## config.mk

```make
export PLATFORM = sky130hd
export DESIGN_NAME = svpwm_three_shunt_duty
export DESIGN_NICKNAME = d
export VERILOG_FILES = /design/src/rtl/svpwm3s_pkg.sv /design/src/rtl/svpwm3s_scale.sv /design/src/rtl/svpwm3s_duty.sv /design/src/rtl/svpwm3s_trig.sv /design/src/rtl/svpwm_three_shunt_duty.sv
export SDC_FILE = /design/constraint.sdc
export NUM_CORES = 2
export LEC_CHECK = 0
export BUFFER_PORTS_ARGS = -buffer_cell sky130_fd_sc_hd__buf_2
export CORE_ASPECT_RATIO = 0.7
export CORE_MARGIN = 5
export CORE_UTILIZATION = 45
export DETAILED_ROUTE_END_ITERATION = 12
export PLACE_DENSITY_LB_ADDON = 0.3
export SLEW_MARGIN = 20
export SYNTH_ARGS = -nofsm -noshare
export SYNTH_HDL_FRONTEND = slang
export SYNTH_HIERARCHICAL = 1
export SYNTH_SLANG_ARGS = --single-unit
```

## constraint.sdc

```tcl
create_clock -name clk -period 22.5 [get_ports clk]
set_clock_uncertainty 0.05 [all_clocks]
set_input_delay 0 -clock clk [delete_from_list [all_inputs] [get_ports clk]]
set_output_delay 0 -clock clk [all_outputs]
set_load 0.02 [all_outputs]
```

## src/rtl/svpwm3s_pkg.sv

```systemverilog
// Shared types, constants and helpers for the three-shunt SVPWM duty block.
// No dependencies; every module of the block imports this package.
package svpwm3s_pkg;

  localparam int PeriodW = 14;
  localparam int CfgW    = 16;
  localparam int CompW   = 16;
  localparam int ProdW   = 33;   // signed 16 x unsigned 16 product
  localparam int WideW   = 36;   // headroom for three-term sums

  // Configuration register indexes
  localparam logic [2:0] REG_CARRIER_PERIOD = 3'd0;
  localparam logic [2:0] REG_PERIOD_SCALE   = 3'd1;
  localparam logic [2:0] REG_SCALE_SQRT3    = 3'd2;
  localparam logic [2:0] REG_WIN_AFTER      = 3'd3;
  localparam logic [2:0] REG_WIN_BEFORE     = 3'd4;

  // Sector codes (sector 1 through sector 6)
  localparam logic [2:0] SEC_1 = 3'd0;
  localparam logic [2:0] SEC_2 = 3'd1;
  localparam logic [2:0] SEC_3 = 3'd2;
  localparam logic [2:0] SEC_4 = 3'd3;
  localparam logic [2:0] SEC_5 = 3'd4;
  localparam logic [2:0] SEC_6 = 3'd5;

  // Sampled phase pair codes
  localparam logic [1:0] PH_VW = 2'd0;
  localparam logic [1:0] PH_UW = 2'd1;
  localparam logic [1:0] PH_UV = 2'd2;

  typedef struct packed {
    logic [PeriodW-1:0] carrier_period;
    logic [CfgW-1:0]    period_scale;
    logic [CfgW-1:0]    period_scale_sqrt3;
    logic [CfgW-1:0]    window_after;
    logic [CfgW-1:0]    window_before;
  } cfg_t;

  typedef struct packed {
    logic signed [ProdW-1:0] ua;
    logic signed [ProdW-1:0] ub;
  } prod_t;

  typedef struct packed {
    logic [CompW-1:0] a;
    logic [CompW-1:0] b;
    logic [CompW-1:0] c;
    logic [2:0]       sec;
  } duty_t;

  // Signed division by 2**k that truncates toward zero.
  function automatic logic signed [WideW-1:0] trunc_shr(input logic signed [WideW-1:0] n,
                                                        input logic [4:0] k);
    logic signed [WideW-1:0] bias;
    bias = n[WideW-1] ? ~({WideW{1'b1}} << k) : '0;
    return (n + bias) >>> k;
  endfunction

endpackage

```

## src/rtl/svpwm3s_scale.sv

```systemverilog
// Input register and scaling multipliers of the SVPWM duty block.
// Depends on svpwm3s_pkg.
module svpwm3s_scale import svpwm3s_pkg::*; (
  input  logic                    clk,
  input  logic [1:0]              en,
  input  cfg_t                    cfg,
  input  logic signed [CompW-1:0] volt_alpha,
  input  logic signed [CompW-1:0] volt_beta,
  output prod_t                   prod
);

  logic signed [CompW-1:0] alpha;
  logic signed [CompW-1:0] beta;
  logic signed [ProdW-1:0] ua_next;
  logic signed [ProdW-1:0] bt;

  always_ff @(posedge clk) begin
    if (en[0]) begin
      alpha <= volt_alpha;
      beta  <= volt_beta;
    end
  end

  assign ua_next = ProdW'(alpha) * ProdW'($signed({1'b0, cfg.period_scale_sqrt3}));
  assign bt      = ProdW'(beta) * ProdW'($signed({1'b0, cfg.period_scale}));

  // beta is negated; the product never reaches the most negative code
  always_ff @(posedge clk) begin
    if (en[1]) begin
      prod.ua <= ua_next;
      prod.ub <= -bt;
    end
  end

endmodule

```

## src/rtl/svpwm3s_duty.sv

```systemverilog
// Sector choice and phase compare values of the SVPWM duty block.
// Depends on svpwm3s_pkg; fed by svpwm3s_scale.
module svpwm3s_duty import svpwm3s_pkg::*; (
  input  logic       clk,
  input  logic [2:0] en,
  input  cfg_t       cfg,
  input  prod_t      prod,
  output duty_t      duty
);

  logic signed [WideW-1:0] x;
  logic signed [WideW-1:0] y;
  logic signed [WideW-1:0] z;
  logic [2:0]              sec;
  logic signed [WideW-1:0] y_next;
  logic signed [WideW-1:0] z_next;
  logic [2:0]              sec_next;
  logic                    x_le0;

  logic [CompW-1:0]        a;
  logic [CompW-1:0]        qx;
  logic [CompW-1:0]        qy;
  logic [CompW-1:0]        qz;
  logic [2:0]              sec_d;
  logic signed [WideW-1:0] t_wide;
  logic signed [WideW-1:0] n;
  logic signed [WideW-1:0] qa;
  logic [CompW-1:0]        a_next;
  logic [CompW-1:0]        b_next;
  logic [CompW-1:0]        c_next;

  // X, Y, Z and sector
  assign y_next = trunc_shr(WideW'(prod.ub) + WideW'(prod.ua), 5'd1);
  assign z_next = trunc_shr(WideW'(prod.ub) - WideW'(prod.ua), 5'd1);
  assign x_le0  = prod.ub[ProdW-1] || (prod.ub == '0);

  always_comb begin
    if (y_next[WideW-1]) begin
      if (z_next[WideW-1]) sec_next = SEC_5;
      else                 sec_next = x_le0 ? SEC_4 : SEC_3;
    end else begin
      if (!z_next[WideW-1]) sec_next = SEC_2;
      else                  sec_next = x_le0 ? SEC_6 : SEC_1;
    end
  end

  always_ff @(posedge clk) begin
    if (en[0]) begin
      x   <= WideW'(prod.ub);
      y   <= y_next;
      z   <= z_next;
      sec <= sec_next;
    end
  end

  // Phase A compare and the scaled X, Y, Z steps
  assign t_wide = $signed({{(WideW-CfgW){1'b0}}, cfg.period_scale});

  always_comb begin
    case (sec) inside
      SEC_1, SEC_4: n = t_wide + x - z;
      SEC_2, SEC_5: n = t_wide + y - z;
      default:      n = t_wide - x + y;
    endcase
  end

  assign qa     = trunc_shr(n, 5'd18);
  assign a_next = CompW'(cfg.period_scale >> 3) + qa[CompW-1:0];

  always_ff @(posedge clk) begin
    if (en[1]) begin
      a     <= a_next;
      qx    <= CompW'(trunc_shr(x, 5'd17));
      qy    <= CompW'(trunc_shr(y, 5'd17));
      qz    <= CompW'(trunc_shr(z, 5'd17));
      sec_d <= sec;
    end
  end

  // Phases B and C
  always_comb begin
    case (sec_d) inside
      SEC_1, SEC_4: begin
        b_next = a + qz;
        c_next = b_next - qx;
      end
      SEC_2, SEC_5: begin
        b_next = a + qz;
        c_next = a - qy;
      end
      default: begin
        c_next = a - qy;
        b_next = c_next + qx;
      end
    endcase
  end

  always_ff @(posedge clk) begin
    if (en[2]) begin
      duty.a   <= a;
      duty.b   <= b_next;
      duty.c   <= c_next;
      duty.sec <= sec_d;
    end
  end

endmodule

```

## src/rtl/svpwm3s_trig.sv

```systemverilog
// ADC trigger placement and result register of the SVPWM duty block.
// Depends on svpwm3s_pkg; fed by svpwm3s_duty.
module svpwm3s_trig import svpwm3s_pkg::*; (
  input  logic             clk,
  input  logic             en,
  input  cfg_t             cfg,
  input  duty_t            duty,
  output logic [CompW-1:0] duty_a,
  output logic [CompW-1:0] duty_b,
  output logic [CompW-1:0] duty_c,
  output logic [CompW-1:0] adc_trigger,
  output logic             trigger_falling,
  output logic [2:0]       sector,
  output logic [1:0]       sampled_phases
);

  logic [CompW-1:0] e;
  logic [CompW-1:0] o;
  logic [1:0]       phases_next;
  logic [CompW-1:0] p;
  logic [CompW-1:0] gap;
  logic [CompW-1:0] d;
  logic [CompW-1:0] trig_next;
  logic             fall_next;

  // Reference and neighbour phase per sector
  always_comb begin
    case (duty.sec)
      SEC_1:   begin e = duty.a; o = duty.b; phases_next = PH_VW; end
      SEC_2:   begin e = duty.b; o = duty.a; phases_next = PH_UW; end
      SEC_3:   begin e = duty.b; o = duty.c; phases_next = PH_UW; end
      SEC_4:   begin e = duty.c; o = duty.b; phases_next = PH_UV; end
      SEC_5:   begin e = duty.c; o = duty.a; phases_next = PH_UV; end
      default: begin e = duty.a; o = duty.c; phases_next = PH_VW; end
    endcase
  end

  assign p   = CompW'(cfg.carrier_period);
  assign gap = p - e;
  assign d   = e + cfg.window_after;

  always_comb begin
    fall_next = 1'b0;
    if (gap > cfg.window_after) begin
      trig_next = p - 1'b1;
    end else if ({1'b0, e - o} > {gap, 1'b0}) begin
      trig_next = e - cfg.window_before;
    end else if (d >= p) begin
      // fold back past the period end
      fall_next = 1'b1;
      trig_next = (p << 1) - d - 1'b1;
    end else begin
      trig_next = d;
    end
  end

  always_ff @(posedge clk) begin
    if (en) begin
      duty_a          <= duty.a;
      duty_b          <= duty.b;
      duty_c          <= duty.c;
      adc_trigger     <= trig_next;
      trigger_falling <= fall_next;
      sector          <= duty.sec;
      sampled_phases  <= phases_next;
    end
  end

endmodule

```

## src/rtl/svpwm_three_shunt_duty.sv

```systemverilog
// Top level of the three-shunt space-vector PWM duty generator.
// Depends on svpwm3s_pkg, svpwm3s_scale, svpwm3s_duty and svpwm3s_trig.
//
//   channel  | handshake                   | payload
//   ---------+-----------------------------+----------------------------------------
//   input    | in_valid / in_stall         | volt_alpha, volt_beta
//   result   | out_valid / out_stall       | duty_a/b/c, adc_trigger, trigger_falling,
//            |                             | sector, sampled_phases
//   config   | cfg_wen, cfg_index          | cfg_wdata
//
// Six register stages: input, products, X/Y/Z and sector, phase A, phases B/C,
// trigger and result. One transfer per cycle is sustained while out_stall stays low;
// a result is offered once it reaches the last stage. A stage advances when it is
// empty or the stage after it advances, so bubbles collapse; the input stalls only
// when all six stages hold items and the result waits. Reset (rst, synchronous)
// empties the pipeline and loads the default registers.
module svpwm_three_shunt_duty import svpwm3s_pkg::*; (
  input  logic                    clk,
  input  logic                    rst,
  // configuration write port
  input  logic                    cfg_wen,
  input  logic [2:0]              cfg_index,
  input  logic [CfgW-1:0]         cfg_wdata,
  // input channel
  input  logic                    in_valid,
  output logic                    in_stall,
  input  logic signed [CompW-1:0] volt_alpha,
  input  logic signed [CompW-1:0] volt_beta,
  // result channel
  output logic                    out_valid,
  input  logic                    out_stall,
  output logic [CompW-1:0]        duty_a,
  output logic [CompW-1:0]        duty_b,
  output logic [CompW-1:0]        duty_c,
  output logic [CompW-1:0]        adc_trigger,
  output logic                    trigger_falling,
  output logic [2:0]              sector,
  output logic [1:0]              sampled_phases
);

  localparam int Stages = 6;

  cfg_t              cfg;
  logic [Stages-1:0] vld;
  logic [Stages-1:0] en;
  logic              blocked;
  prod_t             prod;
  duty_t             duty;

  // Configuration registers; write only while the block is idle
  always_ff @(posedge clk) begin
    if (rst) begin
      cfg.carrier_period     <= PeriodW'(1800);
      cfg.period_scale       <= CfgW'(7200);
      cfg.period_scale_sqrt3 <= CfgW'(12470);
      cfg.window_after       <= CfgW'(100);
      cfg.window_before      <= CfgW'(50);
    end else if (cfg_wen) begin
      unique case (cfg_index)
        REG_CARRIER_PERIOD: cfg.carrier_period     <= cfg_wdata[PeriodW-1:0];
        REG_PERIOD_SCALE:   cfg.period_scale       <= cfg_wdata;
        REG_SCALE_SQRT3:    cfg.period_scale_sqrt3 <= cfg_wdata;
        REG_WIN_AFTER:      cfg.window_after       <= cfg_wdata;
        REG_WIN_BEFORE:     cfg.window_before      <= cfg_wdata;
        default: ;
      endcase
    end
  end

  // Stage enables: a stage loads unless it and every stage after it are full
  // and the result is held
  always_comb begin
    blocked = out_stall;
    for (int k = Stages - 1; k >= 0; k--) begin
      blocked = blocked && vld[k];
      en[k]   = !blocked;
    end
  end

  // Advance valid bits with their stages
  always_ff @(posedge clk) begin
    if (rst) begin
      vld <= '0;
    end else begin
      if (en[0]) vld[0] <= in_valid;
      for (int k = 1; k < Stages; k++) begin
        if (en[k]) vld[k] <= vld[k-1];
      end
    end
  end

  assign in_stall  = !en[0];
  assign out_valid = vld[Stages-1];

  svpwm3s_scale u_scale (
    .clk        (clk),
    .en         (en[1:0]),
    .cfg        (cfg),
    .volt_alpha (volt_alpha),
    .volt_beta  (volt_beta),
    .prod       (prod)
  );

  svpwm3s_duty u_duty (
    .clk  (clk),
    .en   (en[4:2]),
    .cfg  (cfg),
    .prod (prod),
    .duty (duty)
  );

  svpwm3s_trig u_trig (
    .clk             (clk),
    .en              (en[5]),
    .cfg             (cfg),
    .duty            (duty),
    .duty_a          (duty_a),
    .duty_b          (duty_b),
    .duty_c          (duty_c),
    .adc_trigger     (adc_trigger),
    .trigger_falling (trigger_falling),
    .sector          (sector),
    .sampled_phases  (sampled_phases)
  );

endmodule

```

# After elaboration in Yosys (flattened, before gate mapping)
# Index checks and enable logic that the tools add are counted.
# word_totals
regBits	476
# op_classes
n_addsub	27
multipliers	2
n_lt_le_gt_ge	3
eq_ne	14
muxes	23
n_reduce_logical	26
# op_table
operator	n
adder 33 x 18 -> 33 bit	3
2-to-1 mux 16 bit	6
2-to-1 mux 36 bit	2
adder 34 x 2 -> 35 bit	2
multiplier 16 x 17 -> 33 bit	2
case mux 16 bit (2 select lines)	2
subtractor 16 bit	4
2-to-1 mux 17 bit	3
adder 16 bit	3
adder 17 x 35 -> 36 bit	1
adder 34 x 35 -> 36 bit	1
subtractor 34 x 35 -> 36 bit	1
subtractor 36 x 35 -> 36 bit	1
adder 17 x 33 -> 34 bit	1
adder 33 x 33 -> 34 bit	1
adder 34 bit	1
subtractor 17 x 33 -> 34 bit	1
subtractor 33 x 33 -> 34 bit	1
zero test 33 bit	1
negator 33 bit	1
equality test 3 x 2 -> 1 bit, second input constant	6
2-to-1 mux 18 bit	1
OR reduction 2 bit	9
greater-than comparator 16 x 17 -> 1 bit	1
16 further kinds	40

# Longest topological paths before layout
# depth
depth_word	9
ltp_mapped	40
mapped_depth_nobuf	40

# Cells and area by module
# The synthesis kept the hierarchy.
# by_module_without_submodules
module	n_inst	cells_each	area_per_inst_um2
svpwm3s_duty	1	2955	26007.4
svpwm3s_scale	1	2294	21629.5
svpwm3s_trig	1	1003	8652.0
svpwm_three_shunt_duty	1	321	3390.8

# Worst setup path before layout
# OpenSTA, ideal clock, no wires.
# synth_path
path_type	reg2reg
start	reg, netlist name cfg[49]
end	reg u_duty.a[14], data pin
setup_ns	0.176
arrival_time_ns	8.101
required_ns	22.274
setup_slack_ns	14.174
stages_incl_launch_ff	40
period_less_slack_ns	8.326
cell_sequence	dfxtp_1 > inv_1 > fa_1 > inv_1 > fa_1 > a21o_1 > a221oi_1 > o21ai_2 > nand4_1 > a21oi_1 > o211ai_1 > a211oi_1 > nor3_1 > inv_1 > ha_1 > o21a_1 > o21ai_0 > nand2b_1 > [4 not listed] > a2111oi_0 > nand2_1 > nand2_1 > xor2_1 > ha_1 > fa_1 > a21o_1 > a21oi_1 > o21bai_1 > a21oi_1 > o21bai_1 > a21oi_1 > nor2_1 > o31a_1 > o31ai_1 > a21oi_1 > a311o_1 > nor4_1
# synth_via
elab_chain_len	7
# synth_lines
element	line	text
adder 17 x 35 -> 36 bit or subtractor 17 x 33 -> 34 bit (tied branches)	svpwm3s_duty.sv:62, svpwm3s_duty.sv:63	
subtractor 36 x 35 -> 36 bit or adder 34 x 35 -> 36 bit (tied branches)	svpwm3s_duty.sv:62, svpwm3s_duty.sv:63	
2-to-1 mux 36 bit	svpwm3s_duty.sv:60	case (sec) inside
2-to-1 mux 36 bit *	svpwm3s_duty.sv:60	
2-to-1 mux 18 bit	svpwm3s_pkg.sv:55	bias = n[WideW-1] ? ~({WideW{1'b1}} << k) : '0;
adder 34 bit *	svpwm3s_pkg.sv:56	return (n + bias) >>> k;
adder 13 x 16 -> 16 bit *	svpwm3s_duty.sv:68	assign a_next = CompW'(cfg.period_scale >> 3) + qa[CompW-1:0];
via u_duty.a_next[14]	svpwm3s_duty.sv:28	logic [CompW-1:0] a_next;
end signal, assigned	svpwm3s_duty.sv:72	a <= a_next;
end, declared	svpwm3s_duty.sv:20	logic [CompW-1:0] a;
# The timed path passes the listed nets; every way through them passes the cells marked *.
# A chain may end at the register's enable or synchronous reset.

# Final worst setup path
# layout_path
start	reg, netlist name cfg[49]
end	reg u_duty.a[14], data pin
# layout_via
elab_chain_len	7
# layout_lines
element	line
adder 17 x 35 -> 36 bit or subtractor 17 x 33 -> 34 bit (tied branches)	svpwm3s_duty.sv:62, svpwm3s_duty.sv:63
subtractor 36 x 35 -> 36 bit or adder 34 x 35 -> 36 bit (tied branches)	svpwm3s_duty.sv:62, svpwm3s_duty.sv:63
2-to-1 mux 36 bit	svpwm3s_duty.sv:60
2-to-1 mux 36 bit *	svpwm3s_duty.sv:60
2-to-1 mux 18 bit	svpwm3s_pkg.sv:55
adder 34 bit *	svpwm3s_pkg.sv:56
adder 13 x 16 -> 16 bit *	svpwm3s_duty.sv:68
via u_duty.a_next[14]	svpwm3s_duty.sv:28
# Marks and branches as above.

==> results by group <==
Finish
  – Area grow syn2layout: 9.04%
  – Final non-filler cell area: 65,100 µm²
  – Fin nets: ~8,000
  – Fraction of layout cells with a size suffix above 1: 0.0652
  – Filler cells: around 12,000

Routing
  – Vias post-DR: 48,200
  – DR WL met3: between 15,000 and 20,000 µm
  – Via-per-instance ratio: between 5 and 6
  – Initial DRC count: 4,335
  – Wirelength per Cell: around 21 µm
  – TritonRoute pass-1 iters: 6
  – Met1 Wirelength: ~90,000 µm
  – Antenna viol nets, final: 0
  – Met2 WL: between 70,000 and 80,000 µm
  – DRC: 0
  – Final WL: 181,000 µm
  – Max layer used: met4

Setup path
  – Maximum single-stage delay on the critical path: 0.82 ns
  – CP Capture Type: flip-flop
  – Critical Path Slowest Stage Cell: dfxtp_1
  – Crit path required time: around 23 ns
  – RR Endpoint: u_duty/a[14]
  – Reg2Reg Depth: 39
  – Worst setup SP type: flip-flop
  – Crit path arrival time: 10.91 ns
  – Cell repeated most along the worst path: a21oi_1
  – Reg-to-reg startpoint: cfg[49]
  – Worst reg-to-reg setup slack: ~12 ns
  – Worst Setup Path Type: flip-flop to flip-flop
  – Worst Path Max Fanout: 18

Synthesis
  – Adder-Cell Fraction of Synth Area: 0.306
  – Synth Area in Compound Gates: 0.148
  – Xor/xnor cell area share of the yosys netlist: 0.0654
  – Mux cell area share after synthesis: 0.0228
  – EDFF count, synth: just under 400
  – Mapped Nets: 7,809
  – Dominant combinational cell family by area after synthesis: adder cells
  – Simple-gate portion of the synthesized area: 0.155
  – Library cells used by synthesis: around 140
  – Asr flop ratio synth: 0
  – Synth Register Bits: between 400 and 500
  – Cell count after synthesis: 6,573
  – Register area share after synthesis: 0.224
  – Post-synthesis cell area: about 60,000 µm²
  – Ys Warns: 6
  – Top FF cell, synth: edfxtp_1
  – Mapped Avg Cell Area: just over 9 µm²

Floorplanning
  – Die width: 445 µm
  – I/O pin cnt: 128
  – Initial core utilization: 0.454
  – Core area: approximately 130,000 µm²
  – Site Rows: around 110
  – Area of the die: 140,000 µm²
  – Die extent in y: ~310 µm

Min path
  – Worst Min Path Start: cfg_wdata[15]
  – Worst hold stages: 3
  – End of the worst hold path: cfg[47]
  – Worst min path class: input pin to flip-flop

STA
  – Post-Route Setup TNS: 0 ns
  – Final number of hold-violating endpoints: 0
  – Final Slew Violations: 0
  – Min cycle time layout: 10.49 ns
  – Slew @ Worst Pin: approximately 1.2 ns
  – Slew HR: 0.179
  – Max Freq: about 0.095 GHz
  – Fin crit share: 0.466
  – Setup violators final: 0
  – RSZ-0062 raised after global routing: false

GRT
  – Pin count of the biggest net entering global routing: 116
  – Grt ovf: 0
  – First-pass GRT wire length: 276,000 µm
  – Initial antenna violation count: 7
  – Gr usage total: 0.253
  – Vias in the first global route: approximately 47,000

Clock network
  – CTS max path bufs: 3
  – CTS root buf: clkbuf_16
  – Num CTS Buffers: 55
  – CTS tree: done
  – Register clock-pin slew on the reported worst setup and hold paths: around 0.06 ns
  – Clk sinks: about 470
  – H-tree depth: 2
  – Worst-Skew Late Latency: just under 0.7 ns
  – Post-CTS setup buffers: 0

Flow run
  – MaxCap Viol Count: 0

Placement
  – DPL Wire Length: about 150,000 µm
  – # port buffers: about 130
  – Post-DP Area: 62,200 µm²
  – GPL Wtd Cong: roughly 0.95

Status
  – Outcome: finished clean
what timing repair did:
item                                   CTS  global route
setup endpoints to repair                0             0
hold buffers                            94             0
resized for setup                        0             0
endpoints found under the hold margin  100             0
layout make-up:
type                       count  area (µm²)  share of cell area
sequential                   474       13400               0.206
clock buffer                  68        1480              0.0227
antenna                        6        15.0            0.000231
tap                         1751        2190              0.0337
clock inverter                36         470             0.00723
timing repair buffer         279        2020              0.0310
multi-input combinational   4887       41700               0.641
inverter                    1020        3830              0.0588
Yosys cell counts, types with 111 or more instances:
cell type,n,share of area
a21o_1,146,0.018
a21oi_1,330,0.028
and2_1,282,0.030
clkbuf_1,142,0.0089
edfxtp_1,390,0.20
fa_1,453,0.15
ha_1,727,0.15
inv_1,1017,0.064
mux2i_1,111,0.019
nand2_1,553,0.035
nand2b_1,130,0.014
nor2_1,322,0.020
o21ai_0,219,0.018
xnor2_1,329,0.048
xor2_1,115,0.017
worst max-delay path: cells and delay by family (launching register included):
family / cells / cell delay [ns]
compound gates: 23 / 5.31
xor+xnor: 1 / 0.11
fa+ha+maj: 5 / 2.01
buf+inv: 3 / 0.57
flops: 1 / 0.82
simple gates: 7 / 1.44
sequential cells by signal (all words and copies together), names as in the netlist, 33 cells and up:
name and cells:
u_duty/duty 51, u_duty/x 33, u_duty/y 34, cfg 78, u_duty/z 34, u_scale/prod 66
how the worst max path moves through the flow:
stage	cells after the start	to	slack [ns]	startpoint
after floorplan	39	u_duty/a[14]	14.17	cfg[49]
after global placement	39	u_duty/a[14]	12.24	cfg[49]
after detailed placement	39	u_duty/a[14]	12.12	cfg[49]
after CTS	39	u_duty/a[14]	12.08	cfg[49]
after global routing	39	u_duty/a[14]	11.20	cfg[49]
final	39	u_duty/a[14]	12.01	cfg[49]
cell usage in the layout (no fill, tap or decap), types with 94 or more instances in the layout:
cell type      netlist  layout
ha_1               727     727
o21ai_0            219     219
and2_1             282     282
a21oi_1            330     330
mux2i_1            111     110
xnor2_1            329     329
nand3_1            100      99
nor2_1             322     319
a21o_1             146     146
buf_2               32     127
fa_1               453     453
nand2_1            553     552
xor2_1             115     115
dlygate4sd3_1        0      94
nand2b_1           130     130
inv_1             1017    1017
nor3_1             106     105
edfxtp_1           390     390
routing by layer:
layer	vias to the layer above	track usage
met3	152	0.0551
met4	0	0.0467
li1	22700	-
met1	23700	0.394
met5	-	0
met2	1716	0.358
cells by family after synthesis:
group                      Yosys count
AOI/OAI and AO/OA                 1295
xor gates and xnor gates           445
adders and majority gates         1187
buffers and inverters             1212
DFF                                474
muxes                              133
and+or+nand+nor                   1827
stage by stage:
step,cells,hold slack (ns),util,setup WS (ns)
floorplan,6573,0.0489,-,14.17
CTS,8515,0.0146,0.495,12.08
global placement,8316,0.127,0.473,12.24
finish,8521,0.0595,0.495,12.01
detailed placement,8317,0.128,0.473,12.12
global route,8515,0.0912,0.495,11.20
Power is not shown: default switching activity piles up to over one toggle a cycle in this logic, so the estimate is an artifact.
